<file path="src/hdl/serial_actuator_command_parser_macros.svh">
// Assertion macros shared by the command parser RTL.
`ifndef SERIAL_ACTUATOR_COMMAND_PARSER_MACROS_SVH
`define SERIAL_ACTUATOR_COMMAND_PARSER_MACROS_SVH

// Same-cycle implication, checked on every rising clock edge outside reset.
`define SCP_ASSERT_NOW(lbl, ante, cons, msg) \
   lbl: assert property (@(posedge clock) disable iff (reset) (ante) |-> (cons)) \
      else $error(msg);

// Next-cycle implication.
`define SCP_ASSERT_NEXT(lbl, ante, cons, msg) \
   lbl: assert property (@(posedge clock) disable iff (reset) (ante) |=> (cons)) \
      else $error(msg);

`endif

</file>
<file path="src/hdl/scp_pkg.sv">
// Shared types, codes and keyword table of the command parser.
package scp_pkg;

   localparam int LINE_BUFFER_BYTES_DEF = 64;
   localparam int KW_MAX = 9;
   localparam int KW_NUM = 14;

   localparam logic [7:0] KEY_DEL = 8'h7F;
   localparam logic [7:0] KEY_BS = 8'h08;
   localparam logic [7:0] KEY_CR = 8'h0D;
   localparam logic [7:0] KEY_LF = 8'h0A;
   localparam logic [7:0] KEY_SPACE = 8'h20;

   typedef logic [2:0] action_type;
   localparam action_type ACT_BIN_ON = 3'd0;
   localparam action_type ACT_BIN_OFF = 3'd1;
   localparam action_type ACT_MOTOR = 3'd2;
   localparam action_type ACT_STATUS = 3'd3;
   localparam action_type ACT_ALERT = 3'd4;
   localparam action_type ACT_INVALID = 3'd5;

   typedef logic [1:0] csr_index_type;
   localparam csr_index_type CSR_MOTOR_MIN = 2'd0;
   localparam csr_index_type CSR_MOTOR_MAX = 2'd1;
   localparam csr_index_type CSR_IDLE_TICKS = 2'd2;

   localparam logic signed [10:0] MOTOR_MIN_RST = -11'sd100;
   localparam logic signed [10:0] MOTOR_MAX_RST = 11'sd100;
   localparam logic [15:0] IDLE_TICKS_RST = 16'd1000;

   typedef logic [7:0] char_type;
   typedef char_type [KW_MAX-1:0] kwbuf_type;

   // keyword text, right-justified: the last character sits in the low byte
   localparam logic [8*KW_MAX-1:0] KW_TEXT [KW_NUM] = '{
      72'("BIN ON"), 72'("BINON"), 72'("ON"), 72'("RELAY ON"), 72'("RELAYON"),
      72'("BIN OFF"), 72'("BINOFF"), 72'("OFF"), 72'("RELAY OFF"), 72'("RELAYOFF"),
      72'("STOP"), 72'("MOTOR 0"), 72'("STATUS"), 72'("ALERT")};
   localparam int KW_LEN [KW_NUM] = '{6, 5, 2, 8, 7, 7, 6, 3, 9, 8, 4, 7, 6, 5};
   localparam action_type KW_ACT [KW_NUM] = '{
      ACT_BIN_ON, ACT_BIN_ON, ACT_BIN_ON, ACT_BIN_ON, ACT_BIN_ON,
      ACT_BIN_OFF, ACT_BIN_OFF, ACT_BIN_OFF, ACT_BIN_OFF, ACT_BIN_OFF,
      ACT_MOTOR, ACT_MOTOR, ACT_STATUS, ACT_ALERT};
   localparam logic KW_IMM [KW_NUM] = '{
      1'b1, 1'b1, 1'b1, 1'b1, 1'b1, 1'b1, 1'b1, 1'b1, 1'b1, 1'b1,
      1'b1, 1'b0, 1'b1, 1'b1};

   typedef struct packed {
      logic hit;
      logic imm;
      action_type action;
   } kw_hit_type;

   // Exact match of the first len characters against the keyword table.
   // A len above KW_MAX never matches.
   function automatic kw_hit_type kw_lookup(input kwbuf_type text, input logic [3:0] len);
      kw_hit_type res;
      logic eq;
      res = '0;
      for (int k = 0; k < KW_NUM; k++) begin
         eq = (len == 4'(KW_LEN[k]));
         for (int j = 0; j < KW_MAX; j++) begin
            if (j < KW_LEN[k]) begin
               if (text[j] != KW_TEXT[k][8*(KW_LEN[k]-1-j) +: 8]) begin
                  eq = 1'b0;
               end
            end
         end
         if (eq) begin
            res.hit = 1'b1;
            res.imm = KW_IMM[k];
            res.action = KW_ACT[k];
         end
      end
      return res;
   endfunction

   typedef struct packed {
      logic take;
      logic scan_init;
      logic scan_en;
      logic load_out;
   } scp_cmd_type;

   typedef struct packed {
      logic commit_now;
      logic appended;
      logic immediate;
      logic scan_done;
      logic line_empty;
   } scp_status_type;

endpackage

</file>
<file path="src/hdl/scp_req_if.sv">
// Request channel: serial byte or millisecond tick.
interface scp_req_if;
   logic valid;
   logic ready;
   logic req_type;
   logic [7:0] rx_byte;
   modport source (output valid, req_type, rx_byte, input ready);
   modport sink (input valid, req_type, rx_byte, output ready);
endinterface

</file>
<file path="src/hdl/scp_rsp_if.sv">
// Result channel: decoded command action.
interface scp_rsp_if;
   logic valid;
   logic ready;
   logic [2:0] action;
   logic signed [31:0] motor_target;
   logic limited;
   logic [31:0] event_time_ms;
   modport source (output valid, action, motor_target, limited, event_time_ms, input ready);
   modport sink (input valid, action, motor_target, limited, event_time_ms, output ready);
endinterface

</file>
<file path="src/hdl/scp_ram.sv">
// Generic single-write, single-read RAM with registered read data.
module scp_ram #(
   parameter int WIDTH = 8,
   parameter int DEPTH = 63
) (
   input  logic                     clock,
   input  logic                     we,
   input  logic [$clog2(DEPTH)-1:0] waddr,
   input  logic [WIDTH-1:0]         wdata,
   input  logic [$clog2(DEPTH)-1:0] raddr,
   output logic [WIDTH-1:0]         rdata
);
   logic [WIDTH-1:0] mem_ff [DEPTH];
   logic [WIDTH-1:0] rdata_ff;

   always_ff @(posedge clock) begin
      if (we) begin
         mem_ff[waddr] <= wdata;
      end
      rdata_ff <= mem_ff[raddr];
   end

   assign rdata = rdata_ff;
endmodule

</file>
<file path="src/hdl/scp_datapath.sv">
// Line buffer, timers, config registers, line scanner and result register.
module scp_datapath import scp_pkg::*; #(
   parameter int LINE_BUFFER_BYTES = LINE_BUFFER_BYTES_DEF
) (
   input  logic                clock,
   input  logic                reset,
   input  logic                csr_we,
   input  csr_index_type       csr_index,
   input  logic [15:0]         csr_wdata,
   input  logic                req_type,
   input  logic [7:0]          rx_byte,
   input  scp_cmd_type         cmd,
   output scp_status_type      status,
   output action_type          out_action,
   output logic signed [31:0]  out_target,
   output logic                out_limited,
   output logic [31:0]         out_time
);
   localparam int LINE_CAP = LINE_BUFFER_BYTES - 1;
   localparam int LEN_W = $clog2(LINE_BUFFER_BYTES);
   localparam int ADDR_W = $clog2(LINE_CAP);

   // number parser states
   localparam logic [3:0] P_LEAD = 4'd0;
   localparam logic [3:0] P_AFTER_M = 4'd1;
   localparam logic [3:0] P_MO = 4'd2;
   localparam logic [3:0] P_MOT = 4'd3;
   localparam logic [3:0] P_MOTO = 4'd4;
   localparam logic [3:0] P_SP = 4'd5;
   localparam logic [3:0] P_SIGN = 4'd6;
   localparam logic [3:0] P_DIG = 4'd7;
   localparam logic [3:0] P_TRAIL = 4'd8;
   localparam logic [3:0] P_BAD = 4'd9;

   logic signed [10:0] min_ff, min_in, max_ff, max_in;
   logic [15:0] ticks_ff, ticks_in, idle_ff, idle_in, idle_inc;
   logic [31:0] time_ff, time_in;
   logic [LEN_W-1:0] len_ff, len_in;
   kwbuf_type shadow_ff, shadow_in;

   logic [LEN_W-1:0] snap_ff, snap_in, rd_ptr_ff, rd_ptr_in, rel_ff, rel_in, tlen_ff, tlen_in;
   logic dvalid_ff, dvalid_in, seen_ff, seen_in, neg_ff, neg_in;
   logic [3:0] ps_ff, ps_in;
   logic [31:0] mag_ff, mag_in;
   kwbuf_type kbuf_ff, kbuf_in;

   action_type act_ff, act_in;
   logic signed [31:0] tgt_ff, tgt_in;
   logic lim_ff, lim_in;
   logic [31:0] otime_ff;

   logic is_eol, is_del, printable, has_room;
   logic [7:0] upper;
   logic ram_we;
   logic [ADDR_W-1:0] raddr;
   logic [7:0] rdata;
   logic c_sp, c_dig, c_sign;
   logic [35:0] acc;
   kw_hit_type imm_hit, fin_hit;
   logic signed [31:0] value;
   logic signed [31:0] min_ext, max_ext;

   scp_ram #(.WIDTH(8), .DEPTH(LINE_CAP)) u_line_ram (
      .clock (clock),
      .we    (ram_we),
      .waddr (len_ff[ADDR_W-1:0]),
      .wdata (upper),
      .raddr (raddr),
      .rdata (rdata)
   );

   always_comb begin
      is_eol = rx_byte inside {KEY_LF, KEY_CR};
      is_del = rx_byte inside {KEY_BS, KEY_DEL};
      printable = (rx_byte >= KEY_SPACE) && (rx_byte < KEY_DEL);
      upper = (rx_byte >= 8'h61 && rx_byte <= 8'h7A) ? rx_byte - 8'h20 : rx_byte;
      has_room = len_ff < LEN_W'(LINE_CAP);
      idle_inc = (idle_ff == 16'hFFFF) ? idle_ff : idle_ff + 16'd1;
      status.commit_now = req_type ? ((len_ff != '0) && (idle_inc >= ticks_ff))
                                   : (is_eol && (len_ff != '0));
      status.appended = !req_type && printable && has_room;
      imm_hit = kw_lookup(shadow_ff,
                          (len_ff <= LEN_W'(KW_MAX)) ? 4'(len_ff) : 4'd15);
      status.immediate = imm_hit.hit && imm_hit.imm;
      status.scan_done = (rd_ptr_ff == snap_ff) && !dvalid_ff;
      status.line_empty = !seen_ff;
      ram_we = cmd.take && status.appended;
   end

   // config, timers, line
   always_comb begin
      min_in = min_ff;
      max_in = max_ff;
      ticks_in = ticks_ff;
      if (csr_we) begin
         case (csr_index)
            CSR_MOTOR_MIN: min_in = csr_wdata[10:0];
            CSR_MOTOR_MAX: max_in = csr_wdata[10:0];
            CSR_IDLE_TICKS: ticks_in = csr_wdata;
            default: ;
         endcase
      end
      time_in = time_ff;
      idle_in = idle_ff;
      len_in = len_ff;
      shadow_in = shadow_ff;
      if (cmd.take) begin
         if (req_type) begin
            time_in = time_ff + 32'd1;
            idle_in = idle_inc;
         end else begin
            idle_in = '0;
            if (is_del && len_ff != '0) begin
               len_in = len_ff - LEN_W'(1);
            end else if (status.appended) begin
               len_in = len_ff + LEN_W'(1);
               for (int i = 0; i < KW_MAX; i++) begin
                  if (len_ff == LEN_W'(i)) begin
                     shadow_in[i] = upper;
                  end
               end
            end
         end
      end
      if (cmd.scan_init) begin
         len_in = '0;
      end
   end

   // line scan: one character a cycle from the RAM
   always_comb begin
      snap_in = snap_ff;
      rd_ptr_in = rd_ptr_ff;
      dvalid_in = 1'b0;
      rel_in = rel_ff;
      tlen_in = tlen_ff;
      seen_in = seen_ff;
      neg_in = neg_ff;
      ps_in = ps_ff;
      mag_in = mag_ff;
      kbuf_in = kbuf_ff;
      raddr = rd_ptr_ff[ADDR_W-1:0];
      c_sp = rdata == KEY_SPACE;
      c_dig = rdata >= 8'h30 && rdata <= 8'h39;
      c_sign = rdata inside {8'h2B, 8'h2D};
      acc = {1'b0, mag_ff, 3'b000} + {3'b000, mag_ff, 1'b0} + {32'd0, rdata[3:0]};
      if (cmd.scan_init) begin
         snap_in = len_ff;
         rd_ptr_in = '0;
         rel_in = '0;
         tlen_in = '0;
         seen_in = 1'b0;
         neg_in = 1'b0;
         ps_in = P_LEAD;
         mag_in = '0;
      end else if (cmd.scan_en) begin
         if (rd_ptr_ff != snap_ff) begin
            rd_ptr_in = rd_ptr_ff + LEN_W'(1);
            dvalid_in = 1'b1;
         end
         if (dvalid_ff) begin
            if (seen_ff || !c_sp) begin
               seen_in = 1'b1;
               for (int i = 0; i < KW_MAX; i++) begin
                  if (rel_ff == LEN_W'(i)) begin
                     kbuf_in[i] = rdata;
                  end
               end
               rel_in = rel_ff + LEN_W'(1);
               if (!c_sp) begin
                  tlen_in = rel_ff + LEN_W'(1);
               end
            end
            case (ps_ff)
               P_LEAD: ps_in = c_sp ? P_LEAD : (rdata == 8'h4D ? P_AFTER_M : P_BAD);
               P_AFTER_M, P_SP: begin
                  if (ps_ff == P_AFTER_M && rdata == 8'h4F) begin
                     ps_in = P_MO;
                  end else if (c_sp) begin
                     ps_in = P_SP;
                  end else if (c_sign) begin
                     ps_in = P_SIGN;
                     neg_in = rdata == 8'h2D;
                  end else if (c_dig) begin
                     ps_in = P_DIG;
                     mag_in = 32'(acc);
                  end else begin
                     ps_in = P_BAD;
                  end
               end
               P_MO: ps_in = (rdata == 8'h54) ? P_MOT : P_BAD;
               P_MOT: ps_in = (rdata == 8'h4F) ? P_MOTO : P_BAD;
               P_MOTO: ps_in = (rdata == 8'h52) ? P_SP : P_BAD;
               P_SIGN, P_DIG: begin
                  if (c_dig) begin
                     ps_in = P_DIG;
                     mag_in = (acc > 36'h080000000) ? 32'h80000000 : acc[31:0];
                  end else if (c_sp && ps_ff == P_DIG) begin
                     ps_in = P_TRAIL;
                  end else begin
                     ps_in = P_BAD;
                  end
               end
               P_TRAIL: ps_in = c_sp ? P_TRAIL : P_BAD;
               default: ps_in = P_BAD;
            endcase
         end
      end
   end

   // decode of the scanned line
   always_comb begin
      fin_hit = kw_lookup(kbuf_ff, (tlen_ff <= LEN_W'(KW_MAX)) ? 4'(tlen_ff) : 4'd15);
      min_ext = 32'(min_ff);
      max_ext = 32'(max_ff);
      if (neg_ff) begin
         value = -$signed(mag_ff);
      end else begin
         value = mag_ff[31] ? 32'sh7FFFFFFF : $signed(mag_ff);
      end
      act_in = ACT_INVALID;
      tgt_in = '0;
      lim_in = 1'b0;
      if (fin_hit.hit) begin
         act_in = fin_hit.action;
      end else if (ps_ff == P_DIG || ps_ff == P_TRAIL) begin
         act_in = ACT_MOTOR;
         tgt_in = value;
         lim_in = (value < min_ext) || (value > max_ext);
      end
   end

   always_ff @(posedge clock) begin
      if (reset) begin
         min_ff <= MOTOR_MIN_RST;
         max_ff <= MOTOR_MAX_RST;
         ticks_ff <= IDLE_TICKS_RST;
         time_ff <= '0;
         idle_ff <= '0;
         len_ff <= '0;
         snap_ff <= '0;
         rd_ptr_ff <= '0;
         dvalid_ff <= 1'b0;
      end else begin
         min_ff <= min_in;
         max_ff <= max_in;
         ticks_ff <= ticks_in;
         time_ff <= time_in;
         idle_ff <= idle_in;
         len_ff <= len_in;
         snap_ff <= snap_in;
         rd_ptr_ff <= rd_ptr_in;
         dvalid_ff <= dvalid_in;
      end
   end

   always_ff @(posedge clock) begin
      shadow_ff <= shadow_in;
      rel_ff <= rel_in;
      tlen_ff <= tlen_in;
      seen_ff <= seen_in;
      neg_ff <= neg_in;
      ps_ff <= ps_in;
      mag_ff <= mag_in;
      kbuf_ff <= kbuf_in;
      if (cmd.load_out) begin
         act_ff <= act_in;
         tgt_ff <= tgt_in;
         lim_ff <= lim_in;
         otime_ff <= time_ff;
      end
   end

   assign out_action = act_ff;
   assign out_target = tgt_ff;
   assign out_limited = lim_ff;
   assign out_time = otime_ff;
endmodule

</file>
<file path="src/hdl/scp_ctrl.sv">
// Controller: request intake, commit sequencing and result valid.
module scp_ctrl import scp_pkg::*; (
   input  logic           clock,
   input  logic           reset,
   input  logic           req_valid,
   output logic           req_ready,
   output logic           rsp_valid,
   input  logic           rsp_ready,
   input  scp_status_type status,
   output scp_cmd_type    cmd
);
   localparam logic [1:0] ST_IDLE = 2'd0;
   localparam logic [1:0] ST_CHECK = 2'd1;
   localparam logic [1:0] ST_SCAN = 2'd2;
   localparam logic [1:0] ST_FINISH = 2'd3;

   logic [1:0] state_ff, state_in;
   logic rsp_valid_ff, rsp_valid_in;
   logic out_free;

   always_comb begin
      state_in = state_ff;
      cmd = '0;
      out_free = !rsp_valid_ff || rsp_ready;
      req_ready = state_ff == ST_IDLE;
      case (state_ff)
         ST_IDLE: begin
            if (req_valid) begin
               cmd.take = 1'b1;
               if (status.commit_now) begin
                  cmd.scan_init = 1'b1;
                  state_in = ST_SCAN;
               end else if (status.appended) begin
                  state_in = ST_CHECK;
               end
            end
         end
         ST_CHECK: begin
            if (status.immediate) begin
               cmd.scan_init = 1'b1;
               state_in = ST_SCAN;
            end else begin
               state_in = ST_IDLE;
            end
         end
         ST_SCAN: begin
            cmd.scan_en = 1'b1;
            if (status.scan_done) begin
               state_in = ST_FINISH;
            end
         end
         ST_FINISH: begin
            if (status.line_empty) begin
               state_in = ST_IDLE;
            end else if (out_free) begin
               cmd.load_out = 1'b1;
               state_in = ST_IDLE;
            end
         end
         default: state_in = ST_IDLE;
      endcase
      rsp_valid_in = cmd.load_out || (rsp_valid_ff && !rsp_ready);
   end

   always_ff @(posedge clock) begin
      if (reset) begin
         state_ff <= ST_IDLE;
         rsp_valid_ff <= 1'b0;
      end else begin
         state_ff <= state_in;
         rsp_valid_ff <= rsp_valid_in;
      end
   end

   assign rsp_valid = rsp_valid_ff;
endmodule

</file>
<file path="src/hdl/serial_actuator_command_parser.sv">
// A byte or tick that commits nothing is taken in ST_IDLE; an appended byte passes ST_CHECK too.
// A commit walks the stored line through the line RAM, one character a cycle, in ST_SCAN;
// ST_FINISH then loads the result register, unless the line was empty, once it is free.
// Requests are handled one at a time; none is taken during the line walk.
// Reset (synchronous): empties the line, clears time and idle counters, loads
// default limits and idle timeout; line RAM contents are left as they are.
module serial_actuator_command_parser import scp_pkg::*; #(
   parameter int LINE_BUFFER_BYTES = LINE_BUFFER_BYTES_DEF
) (
   input  logic          clock,
   input  logic          reset,
   scp_req_if.sink       req_chan,
   scp_rsp_if.source     rsp_chan,
   input  logic          csr_we,
   input  csr_index_type csr_index,
   input  logic [15:0]   csr_wdata
);
   `include "serial_actuator_command_parser_macros.svh"

   // control <-> datapath
   scp_cmd_type cmd;
   scp_status_type status;

   // controller: sequences intake, the line walk and the output register
   scp_ctrl u_ctrl (
      .clock     (clock),
      .reset     (reset),
      .req_valid (req_chan.valid),
      .req_ready (req_chan.ready),
      .rsp_valid (rsp_chan.valid),
      .rsp_ready (rsp_chan.ready),
      .status    (status),
      .cmd       (cmd)
   );

   // datapath: line RAM, timers, number parser, keyword match
   scp_datapath #(.LINE_BUFFER_BYTES(LINE_BUFFER_BYTES)) u_dp (
      .clock       (clock),
      .reset       (reset),
      .csr_we      (csr_we),
      .csr_index   (csr_index),
      .csr_wdata   (csr_wdata),
      .req_type    (req_chan.req_type),
      .rx_byte     (req_chan.rx_byte),
      .cmd         (cmd),
      .status      (status),
      .out_action  (rsp_chan.action),
      .out_target  (rsp_chan.motor_target),
      .out_limited (rsp_chan.limited),
      .out_time    (rsp_chan.event_time_ms)
   );

   // a result is only loaded when the output register is free
   `SCP_ASSERT_NOW(a_load_free, cmd.load_out, !rsp_chan.valid || rsp_chan.ready, "result overwritten")
   // once a line walk starts, no request is taken
   `SCP_ASSERT_NEXT(a_busy_walk, cmd.scan_init, !req_chan.ready, "request taken during line walk")
   // only motor results carry a target or limited flag
   `SCP_ASSERT_NOW(a_tgt_zero, rsp_chan.valid && rsp_chan.action != ACT_MOTOR, rsp_chan.motor_target == 0 && !rsp_chan.limited, "target on non-motor action")
endmodule
</file>
<file path="src/flat_wrapper.sv">
// flat-port wrapper written by rule: the top's interface ports become plain ports
module serial_actuator_command_parser_flat import scp_pkg::*;
#(
   parameter int LINE_BUFFER_BYTES = LINE_BUFFER_BYTES_DEF
)
  (clock, reset, csr_we, csr_index, csr_wdata, req_chan_valid, req_chan_req_type, req_chan_rx_byte, req_chan_ready, rsp_chan_valid, rsp_chan_action, rsp_chan_motor_target, rsp_chan_limited, rsp_chan_event_time_ms, rsp_chan_ready);
  scp_req_if req_chan_i ();
  scp_rsp_if rsp_chan_i ();
  input  logic clock;
  input  logic reset;
  input  logic csr_we;
  input  csr_index_type csr_index;
  input  logic [15:0] csr_wdata;
  input wire logic [$bits(req_chan_i.valid)-1:0] req_chan_valid;
  input wire logic [$bits(req_chan_i.req_type)-1:0] req_chan_req_type;
  input wire logic [$bits(req_chan_i.rx_byte)-1:0] req_chan_rx_byte;
  output wire logic [$bits(req_chan_i.ready)-1:0] req_chan_ready;
  output wire logic [$bits(rsp_chan_i.valid)-1:0] rsp_chan_valid;
  output wire logic [$bits(rsp_chan_i.action)-1:0] rsp_chan_action;
  output wire logic [$bits(rsp_chan_i.motor_target)-1:0] rsp_chan_motor_target;
  output wire logic [$bits(rsp_chan_i.limited)-1:0] rsp_chan_limited;
  output wire logic [$bits(rsp_chan_i.event_time_ms)-1:0] rsp_chan_event_time_ms;
  input wire logic [$bits(rsp_chan_i.ready)-1:0] rsp_chan_ready;
  assign req_chan_i.valid = req_chan_valid;
  assign req_chan_i.req_type = req_chan_req_type;
  assign req_chan_i.rx_byte = req_chan_rx_byte;
  assign req_chan_ready = req_chan_i.ready;
  assign rsp_chan_valid = rsp_chan_i.valid;
  assign rsp_chan_action = rsp_chan_i.action;
  assign rsp_chan_motor_target = rsp_chan_i.motor_target;
  assign rsp_chan_limited = rsp_chan_i.limited;
  assign rsp_chan_event_time_ms = rsp_chan_i.event_time_ms;
  assign rsp_chan_i.ready = rsp_chan_ready;
  serial_actuator_command_parser #(.LINE_BUFFER_BYTES(LINE_BUFFER_BYTES)) u_core (.clock(clock), .reset(reset), .req_chan(req_chan_i), .rsp_chan(rsp_chan_i), .csr_we(csr_we), .csr_index(csr_index), .csr_wdata(csr_wdata));
endmodule
</file>
<file path="config.mk">
export PLATFORM = sky130hd
export DESIGN_NAME = serial_actuator_command_parser_flat
export DESIGN_NICKNAME = d
export VERILOG_FILES = /design/src/hdl/scp_pkg.sv /design/src/hdl/scp_req_if.sv /design/src/hdl/scp_rsp_if.sv /design/src/hdl/scp_ram.sv /design/src/hdl/scp_datapath.sv /design/src/hdl/scp_ctrl.sv /design/src/hdl/serial_actuator_command_parser.sv /design/src/flat_wrapper.sv
export VERILOG_INCLUDE_DIRS = /design/src /design/src/hdl
export SDC_FILE = /design/constraint.sdc
export NUM_CORES = 1
export LEC_CHECK = 0
export BUFFER_PORTS_ARGS = -buffer_cell sky130_fd_sc_hd__buf_2
export CORE_MARGIN = 1
export CORE_UTILIZATION = 50
export DETAILED_ROUTE_END_ITERATION = 8
export GPL_TIMING_DRIVEN = 0
export PLACE_DENSITY = 0.64
export SYNTH_ARGS = -nofsm -noshare
export SYNTH_HDL_FRONTEND = slang
export SYNTH_HIERARCHICAL = 1
export SYNTH_SLANG_ARGS = --single-unit
</file>
<file path="constraint.sdc">
create_clock -name clock -period 7.3 [get_ports clock]
set_clock_uncertainty 0.15 [all_clocks]
set_input_delay 0.365 -clock clock [delete_from_list [all_inputs] [get_ports clock]]
set_output_delay 0.365 -clock clock [all_outputs]
set_load 0.02 [all_outputs]
</file>
# == After elaboration in Yosys (flattened, before gate mapping) ==
# Memories as Yosys holds them, arrays and structs flattened. A register that Yosys moved wholly into a read port is not among the register bits.
# Index checks and enable logic that the tools add are counted.
# word_totals
reg_bits,370
latch_bits,0
mem_bits_rw,504
mem_bits_ro,0
in_bits,32
output_inout_bits,70
memories,1
# classes
add_sub_neg,10
mul,0
div_mod_pow,0
n_lt_le_gt_ge,13
n_eq_ne,158
shifts,0
n_mux,230
n_bitwise,7
reduce_logical,70
# mem_list
memory,depth,width,rd,rd_ports_with_merged_regs,wr,line,text
u_core.u_dp.u_line_ram.mem_ff,63,8,1,1,1,scp_ram.sv:13,logic [WIDTH-1:0] mem_ff [DEPTH];
# ops
operator,n
inequality test 8 x 7 -> 1 bit (second input constant),84
two-way mux 32 bit,7
two-way mux 1 bit,163
two-way mux 5 bit,28
AND reduction 5 bit,18
one-hot mux 32 bit (2 select lines),1
equality test 4 x 3 -> 1 bit (second input constant),12
equality test 6 x 3 -> 1 bit (second input constant),8
two-way mux 4 bit,12
inequality test 8 x 6 -> 1 bit (second input constant),6
equality test 8 x 7 -> 1 bit (second input constant),5
adder 35 x 33 -> 36 bit,1
adder 36 x 4 -> 36 bit,1
greater-than comparator 36 x 32 -> 1 bit (second input constant),1
adder 32 x 1 -> 32 bit (second input constant),1
greater-than comparator 32 x 11 -> 1 bit,1
less-than comparator 32 x 11 -> 1 bit,1
two-way mux 16 bit,2
negation 32 bit,1
two-way mux 31 bit,1
one-hot mux 4 bit (7 select lines),1
equality test 4 x 2 -> 1 bit (second input constant),6
equality test 6 x 2 -> 1 bit (second input constant),4
equality test 8 x 4 -> 1 bit (second input constant),3
other kinds (48),120

# == Logic depth before layout (Yosys ltp) ==
# Gate-level depths: netlist (run 1).
# logic_depth
word_depth,28
ltp_mapped,25
mapped_depth_nobuf,22

# == Cells and area by module ==
# Netlist (run 1), hierarchy kept.
# by_module_without_submodules
mod,instances,cells_per_inst,area_each_um2,seq_area_each_um2
scp_datapath,1,2012,20051.7,9469.1
scp_ram,1,951,19844.0,15294.7
scp_ctrl,1,22,185.2,60.1

# == Least setup slack after synthesis (run 1) ==
# OpenSTA, ideal clock, no wires.
# synth_timing
kind,register to register
from,register u_core.u_dp.idle_ff[3]
to,register u_core/u_dp/kbuf_ff[64] (netlist bit) (enable)
setup_time_ps,383
arrival_ps,5216
required_time_ps,6767
path_slack_ps,1551
path_stages_with_launch,23
n_path_buf,3
synth_period_minus_slack_ps,5749
cell_sequence,dfxtp_1 clkbuf_1 nand4_1 nor4_1 and3_1 clkbuf_1 nand2_1 mux2_2 ha_1 a21o_1 a21o_1 a21o_1 a21o_1 a21o_1 a21o_1 a21oi_1 o21ai_0 nand2_1 o21ai_0 and2_1 clkbuf_1 or4_1 nor3_1
# synth_rtl
item,line,text
start: declaration,scp_datapath.sv:36,"logic [15:0] ticks_ff, ticks_in, idle_ff, idle_in, idle_inc;"
start signal: assignment,scp_datapath.sv:249,idle_ff <= idle_in;
end signal: assignment,scp_datapath.sv:265,kbuf_ff <= kbuf_in;
end: declaration,scp_datapath.sv:45,"kwbuf_type kbuf_ff, kbuf_in;"

==> impl_metrics.tcl, run 1 <==
set metrics [dict create \
    status "finished clean" \
    die_x_microns 285.1 \
    clock_sinks 882 \
    clk_pin_slew_ps 60 \
    tritoncts "built" \
    worstPathArrival_ps 7010 \
    cts_max_level 3 \
    comb_power_share_pct 22.6 \
    dp_cells 4144 \
    slowest_delay_ps 700 \
    seq_power_share_pct 42.8 \
    critical-path-top-delay-family "simple AND/OR/NAND/NOR gates" \
    dp_hpwl_microns 70060 \
    setup_viol 0 \
    ys_ff_latch 882 \
    syn_area_per_cell_sq_um 13.43 \
    antenna_found_initial 2 \
    grt_max_degree 79 \
    initial_core_util_pct 50.65 \
    drc 0 \
    fin_cells 4336 \
    setup_tns_ps 0 \
    port_buffers 101 \
    multi_input_area_sq_um 14380 \
    syn_area_sq_um 40080 \
    fin_crit_ps 6878 \
    grt_pass1_vias 25853 \
    synth_top_cell_by_area "edfxtp_1" \
    cp-start-kind "flop" \
    path_cells "clkbuf_1 -> nand4_1 -> nor4_2 -> and3_1 -> clkbuf_1 -> nand2_1 -> xnor2_1 -> ha_1 -> nand2b_1 -> a21o_1 -> a21o_1 -> a21o_1 -> a21o_1 -> a21o_1 -> a21o_1 -> a21oi_1 -> o21ai_0 -> nand2_1 -> o21ai_0 -> and2_1 -> or4_1 -> nor3b_1 -> and2_1" \
    ios 102 \
    synth.area.top_cells "edfxtp_1 (54%), dfxtp_1 (8.3%), mux4_2 (5.6%), ha_1 (4.9%), nor2_1 (2.7%)" \
    ys.warnings.count 6 \
    viasPerCell 6.046 \
    synth_edf_count 716 \
    power_density_nw_per_um2 297.3 \
    dieArea_sq_um 81300 \
    final-seq-area_sq_um 24820 \
    yosysUniqueCellTypes 95 \
    post_cts_buffers 0 \
    yosysTopAreaCellShare_pct 53.64 \
    row_count 103 \
    worst-path-buf-inv 2 \
    vias 26214 \
    drv_cap 0 \
    syn_inst 2985 \
    drive_gt1_share_pct 12.93 \
    grt_overflow 0 \
    grt_pass1_wl_microns 154400 \
    cp_slowest_cell "or4_1" \
    synthFlopType "edfxtp_1" \
    area_delta_synth_final_pct 13.27 \
    p_int_mw 9.464 \
    swShare_pct 29.88 \
    ant_nets 0 \
    grt_util_all_layers_pct 24.80 \
    clock_latency_ps 650 \
    core_sq_um 79130 \
    path_class "flop to flop" \
    crit_top_cell "a21o_1" \
    diodes 0 \
    async_reset_ff_share_pct 0 \
    synth_nets 3176 \
    numCtsBuffers 92 \
    clock_power_share_pct 34.6 \
    gp_congestion 0.9072 \
    chipHeight_microns 285.1 \
    wl_per_cell_microns 23.41 \
    nets 3401 \
    fillers 6275 \
    rsz0062_at_grt "false" \
    min_path_type "input pin to flop" \
    slew_headroom_pct 11.16 \
    pre_cts_ws_ps 219.4 \
    leakage_nw 15.66 \
    synth-seq-area-share_pct 61.93 \
    clock.fmax_mhz 145.4 \
    drtIter0Drc 2292 \
    cp.required_ps 7430 \
    wl_microns 101500 \
    root_buffer "clkbuf_16" \
    first_pass_iters 5 \
    finalHoldViolCount 0 \
    cp-end-kind "flop" \
    vdd_drop_max_v 0.0002744 \
    drv_slew 0 \
    cp_max_fo 11 \
    fin_crit_sh_pct 94.22 \
    p_sw_mw 4.033 \
    clockBufferDepth 3 \
    worst_slack_ps 421.7 \
    tightestPinTransition_ps 1322 \
]
-- logic make-up (layout without fill, tap and decap cells) --
| group | count (synthesis) | count (layout) | share of synthesized area (%) |
|---|---|---|---|
| AND/OR/NAND/NOR | 989 | 989 | 12.81 |
| flip-flops | 882 | 882 | 61.93 |
| AO/OA/AOI/OAI | 487 | 487 | 7.998 |
| buffers and inverters | 201 | 502 | 2.298 |
| adder cells (fa/ha/maj) | 159 | 159 | 5.001 |
| multiplexers | 152 | 152 | 7.448 |
| XOR/XNOR | 115 | 115 | 2.513 |
-- layout by cell type, fill, tap and decap left out, types with 20 or more instances in the layout --
master,instances
mux2i_1,38
nand2_1,205
nand3_1,64
o31ai_1,32
dfxtp_1,166
nor4_1,25
nor2b_1,40
nand2b_1,26
clkbuf_16,93
mux4_2,100
a21oi_1,169
nor2_1,286
a211oi_1,22
nor3_1,61
a22oi_1,32
a211o_1,24
dlygate4sd3_1,22
o21ai_0,61
a21o_1,42
clkbuf_1,102
inv_1,66
xor2_1,62
edfxtp_1,716
and2_1,30
buf_2,120
clkinv_1,22
ha_1,157
nor4b_1,20
nand4_1,52
and3_1,40
xnor2_1,53
or3_1,22
-- sequential cells by signal (all words and copies together) (netlist names), 11 cells and up --
signal                         count
u_core/u_dp/u_line_ram/mem_ff    504
u_core/u_dp/kbuf_ff               72
u_core/u_dp/shadow_ff             72
u_core/u_dp/mag_ff                32
u_core/u_dp/out_target            32
u_core/u_dp/out_time              32
u_core/u_dp/time_ff               32
u_core/u_dp/idle_ff               16
u_core/u_dp/ticks_ff              16
u_core/u_dp/max_ff                11
u_core/u_dp/min_ff                11
-- cell usage after synthesis (38+ instances only) --
cell type and instances:
nand3_1 64, o21ai_0 61, edfxtp_1 716, mux2i_1 38
a21oi_1 170, ha_1 157, mux4_2 100, dfxtp_1 166
clkbuf_1 84, nor3_1 62, a21o_1 43, inv_1 66
nand2_1 205, nor2b_1 40, xor2_1 62, xnor2_1 53
nor2_1 287, and3_1 40, nand4_1 52
-- worst reg2reg max path: stages (launching register included) --
cell      delay (ps)
dfxtp_1          300
clkbuf_1         250
nand4_1          270
nor4_2           350
and3_1           190
clkbuf_1         280
nand2_1          300
xnor2_1          260
ha_1             250
nand2b_1         140
a21o_1           180
a21o_1           170
a21o_1           180
a21o_1           170
a21o_1           170
a21o_1           170
a21oi_1          150
o21ai_0          300
nand2_1          200
o21ai_0           80
and2_1           430
or4_1            700
nor3b_1          390
and2_1           470
-- power groups by stage --
stage	Sequential, mW	Clock [mW]	Combinational, mW
floorplan	5.81	0	2.26
global placement	5.88	0	2.90
detailed placement	5.88	0	2.98
CTS	5.78	4.75	3.02
global route	5.80	4.95	3.39
finish	5.78	4.67	3.05
-- cell type report --
class,instances,share of cell area (%)
clock inverter,55,1.353
timing repair buffer,132,2.004
sequential,882,54.68
inverter,67,0.5539
clock buffer,115,5.374
buffer,133,1.466
tap,1050,2.894
multi-input combinational,1902,31.68
-- stage by stage --
| stage | power (mW) | instance area, sq um | hold slack, ps | util (%) |
|---|---|---|---|---|
| after floorplan | 8.064 | 40080 | 279.2 | - |
| after global placement | 8.787 | 41900 | 293.7 | 52.95 |
| after detailed placement | 8.868 | 42100 | 300.2 | 53.21 |
| after CTS | 13.55 | 45380 | 90.92 | 57.35 |
| after global routing | 14.13 | 45400 | 139.4 | 57.38 |
| final | 13.50 | 45400 | 132.2 | 57.38 |
-- timing repair --
item / in CTS / in global routing
hold endpoints to repair: 41 / 0
hold buffers: 22 / 0
gates resized for setup: 0 / 3
setup endpoints to repair: 0 / 72
-- per-layer routing --
metal	global-route usage (%)	wire [microns]
met1	33.67	42900
met2	41.57	49540
met3	3.552	6185
met4	7.233	2878
met5	0	0
-- path summary, 6_finish.rpt --
path,from,endpoint,slack [ps],cells after the start
worst min register to register,u_core/u_dp/max_ff[4]$_SDFFE_PP0P_,u_core/u_dp/max_ff[4]$_SDFFE_PP0P_,310,2
worst max register to register,u_core/u_dp/idle_ff[3]$_SDFFE_PP0P_,u_core/u_dp/kbuf_ff[44]$_DFFE_PP_,420,23
worst max-delay path,u_core/u_dp/idle_ff[3]$_SDFFE_PP0P_,u_core/u_dp/kbuf_ff[44]$_DFFE_PP_,420,23
worst min-delay path,csr_we,u_core/u_dp/ticks_ff[5]$_SDFFE_PP1P_,130,4
Note: power is estimated with default switching activity, not from simulation.
==> inputs of run 2 (changes only) <==
Settings changed: RECOVER_POWER set to 25.
==> run 2 against run 1 <==
Maximum frequency grew 0.23%. Die area unchanged. Via count shrank 0.18%. The flow now finishes with violations (max-capacitance violations, max-slew violations). Core utilization barely moved. Sequential share of layout area is essentially flat. Critical path depth stayed put. Power about the same.
==> impl_metrics.tcl, run 2 (synthesis results as in run 1) <==
set metrics [dict create \
    numCtsBuffers 92 \
    core_sq_um 79130 \
    cp-end-kind "flop" \
    clock_latency_ps 650 \
    grt_max_degree 79 \
    leakage_nw 15.64 \
    grt_pass1_wl_microns 154400 \
    path_class "flop to flop" \
    drv_slew 391 \
    chipHeight_microns 285.1 \
    min_path_type "input pin to flop" \
    clock_sinks 882 \
    drtIter0Drc 2197 \
    clk_pin_slew_ps 60 \
    nets 3401 \
    grt_pass1_vias 25853 \
    fin_crit_ps 6863 \
    cp.required_ps 7430 \
    rsz0062_at_grt "false" \
    timing.rr.end "u_core/u_dp/kbuf_ff[44]$_DFFE_PP_" \
    power.total_mw 13.50 \
    cts_max_level 3 \
    tritoncts "built" \
    power_density_nw_per_um2 297.5 \
    fin_crit_sh_pct 94.01 \
    vdd_drop_max_v 0.0002744 \
    viasPerCell 6.033 \
    critPathLaunch "u_core/u_dp/idle_ff[3]$_SDFFE_PP0P_" \
    status "complete, but fails checks" \
    layout_commonest_cell "edfxtp_1" \
    tightestPinTransition_ps 3769 \
    holdWs_ps 131.1 \
    antenna_found_initial 2 \
    area_delta_synth_final_pct 13.23 \
    regMostFlops "u_core/u_dp/u_line_ram/mem_ff" \
    ant_nets 0 \
    violations "max-capacitance violations, max-slew violations" \
    reg2reg_from "u_core/u_dp/idle_ff[3]$_SDFFE_PP0P_" \
    root_buffer "clkbuf_16" \
    port_buffers 101 \
    vias 26167 \
    gp_congestion 0.9072 \
    clock.fmax_mhz 145.7 \
    die_x_microns 285.1 \
    grt_overflow 0 \
    ff2ff_setup_slack_ps 440 \
    ios 102 \
    wl_per_cell_microns 23.39 \
    largest_reg_flops 504 \
    setup_viol 0 \
    row_count 103 \
    top_regs "u_core/u_dp/u_line_ram/mem_ff (504), u_core/u_dp/kbuf_ff (72), u_core/u_dp/shadow_ff (72)" \
    clockBufferDepth 3 \
    cp-start-kind "flop" \
    wl_microns 101500 \
    dieArea_sq_um 81300 \
    drive_gt1_share_pct 12.78 \
    drv_cap 5 \
    fin_cells 4337 \
    setup_tns_ps 0 \
    slew_headroom_pct -151.3 \
    initial_core_util_pct 50.65 \
    dp_hpwl_microns 70060 \
    rr_worst_depth 23 \
    cp-endpoint "u_core/u_dp/kbuf_ff[44]$_DFFE_PP_" \
    worstPathArrival_ps 7000 \
    grt_util_all_layers_pct 24.80 \
    fin_util_pct 57.36 \
    drc 0 \
    finalHoldViolCount 0 \
    cp_max_fo 11 \
    first_pass_iters 7 \
    final_cell_mix "edfxtp_1 (716), nor2_1 (286), nand2_1 (205)" \
    dp_cells 4144 \
]
run 2: worst min path at each step:
stage,startpoint,slack [ps],cells after the start,endpoint
final,csr_we,130,4,u_core/u_dp/ticks_ff[5]$_SDFFE_PP1P_
after global routing,csr_we,140,4,u_core/u_dp/ticks_ff[5]$_SDFFE_PP1P_
after CTS,csr_we,90,4,u_core/u_dp/ticks_ff[5]$_SDFFE_PP1P_
after detailed placement,u_core/u_dp/max_ff[4]$_SDFFE_PP0P_,300,2,u_core/u_dp/max_ff[4]$_SDFFE_PP0P_
after global placement,u_core/u_dp/time_ff[31]$_SDFFE_PP0P_,290,0,u_core/u_dp/out_time[31]$_DFFE_PP_
after floorplan,u_core/u_dp/time_ff[31]$_SDFFE_PP0P_,280,0,u_core/u_dp/out_time[31]$_DFFE_PP_
run 2: worst max-delay path, stage by stage, from the launching register on:
cell	delay, ps
dfxtp_1	300
clkbuf_1	250
nand4_1	270
nor4_2	350
and3_1	190
clkbuf_1	280
nand2_1	300
xnor2_1	260
ha_1	250
nand2b_1	140
a21o_1	180
a21o_1	170
a21o_1	180
a21o_1	170
a21o_1	170
a21o_1	170
a21oi_1	150
o21ai_0	290
nand2_1	200
o21ai_0	80
and2_1	430
or4_1	700
nor3b_1	390
and2_1	460
run 2: what timing repair did:
| item | CTS | global route |
|---|---|---|
| endpoints found under the setup margin | 0 | 72 |
| endpoints found under the hold margin | 41 | 0 |
| resized for setup | 0 | 3 |
| hold buffers | 22 | 0 |
| buffers inserted | 0 | 0 |
run 2: final cells by class:
| type | instances | area [sq um] |
|---|---|---|
| Fill cell | 6275 | 33740 |
| Sequential cell | 882 | 24820 |
| Multi-Input combinational cell | 1902 | 14380 |
| Clock buffer | 115 | 2440 |
| Tap cell | 1050 | 1314 |
| Timing Repair Buffer | 132 | 890.9 |
| Buffer | 133 | 665.6 |
| Clock inverter | 55 | 614.3 |
| Inverter | 67 | 251.5 |
| Antenna cell | 1 | 2.502 |
run 2: stage by stage:
stage / worst slack, ps / instance area (sq um)
5_1_grt: 0.8553 / 45380
2_1_floorplan: 1551 / 40080
4_1_cts: 160.6 / 45380
6_report: 437.2 / 45380
3_3_place_gp: 27.09 / 41900
3_5_place_dp: 219.4 / 42100
run 2: power by group:
group	internal [mW]	total, mW	switching [mW]	leakage [nW]
Combinational	1.19	3.05	1.86	6.32
Clock	2.71	4.67	1.96	1.47
Sequential	5.57	5.78	0.214	7.86
run 2: layer usage:
metal | wire [microns] | track usage (%) | vias to the layer above
met4 | 2780 | 7.233 | 0
met3 | 6199 | 3.552 | 189
met1 | 42710 | 33.67 | 13076
met2 | 49760 | 41.57 | 961
met5 | 0 | 0 | -
li1 | - | - | 11941
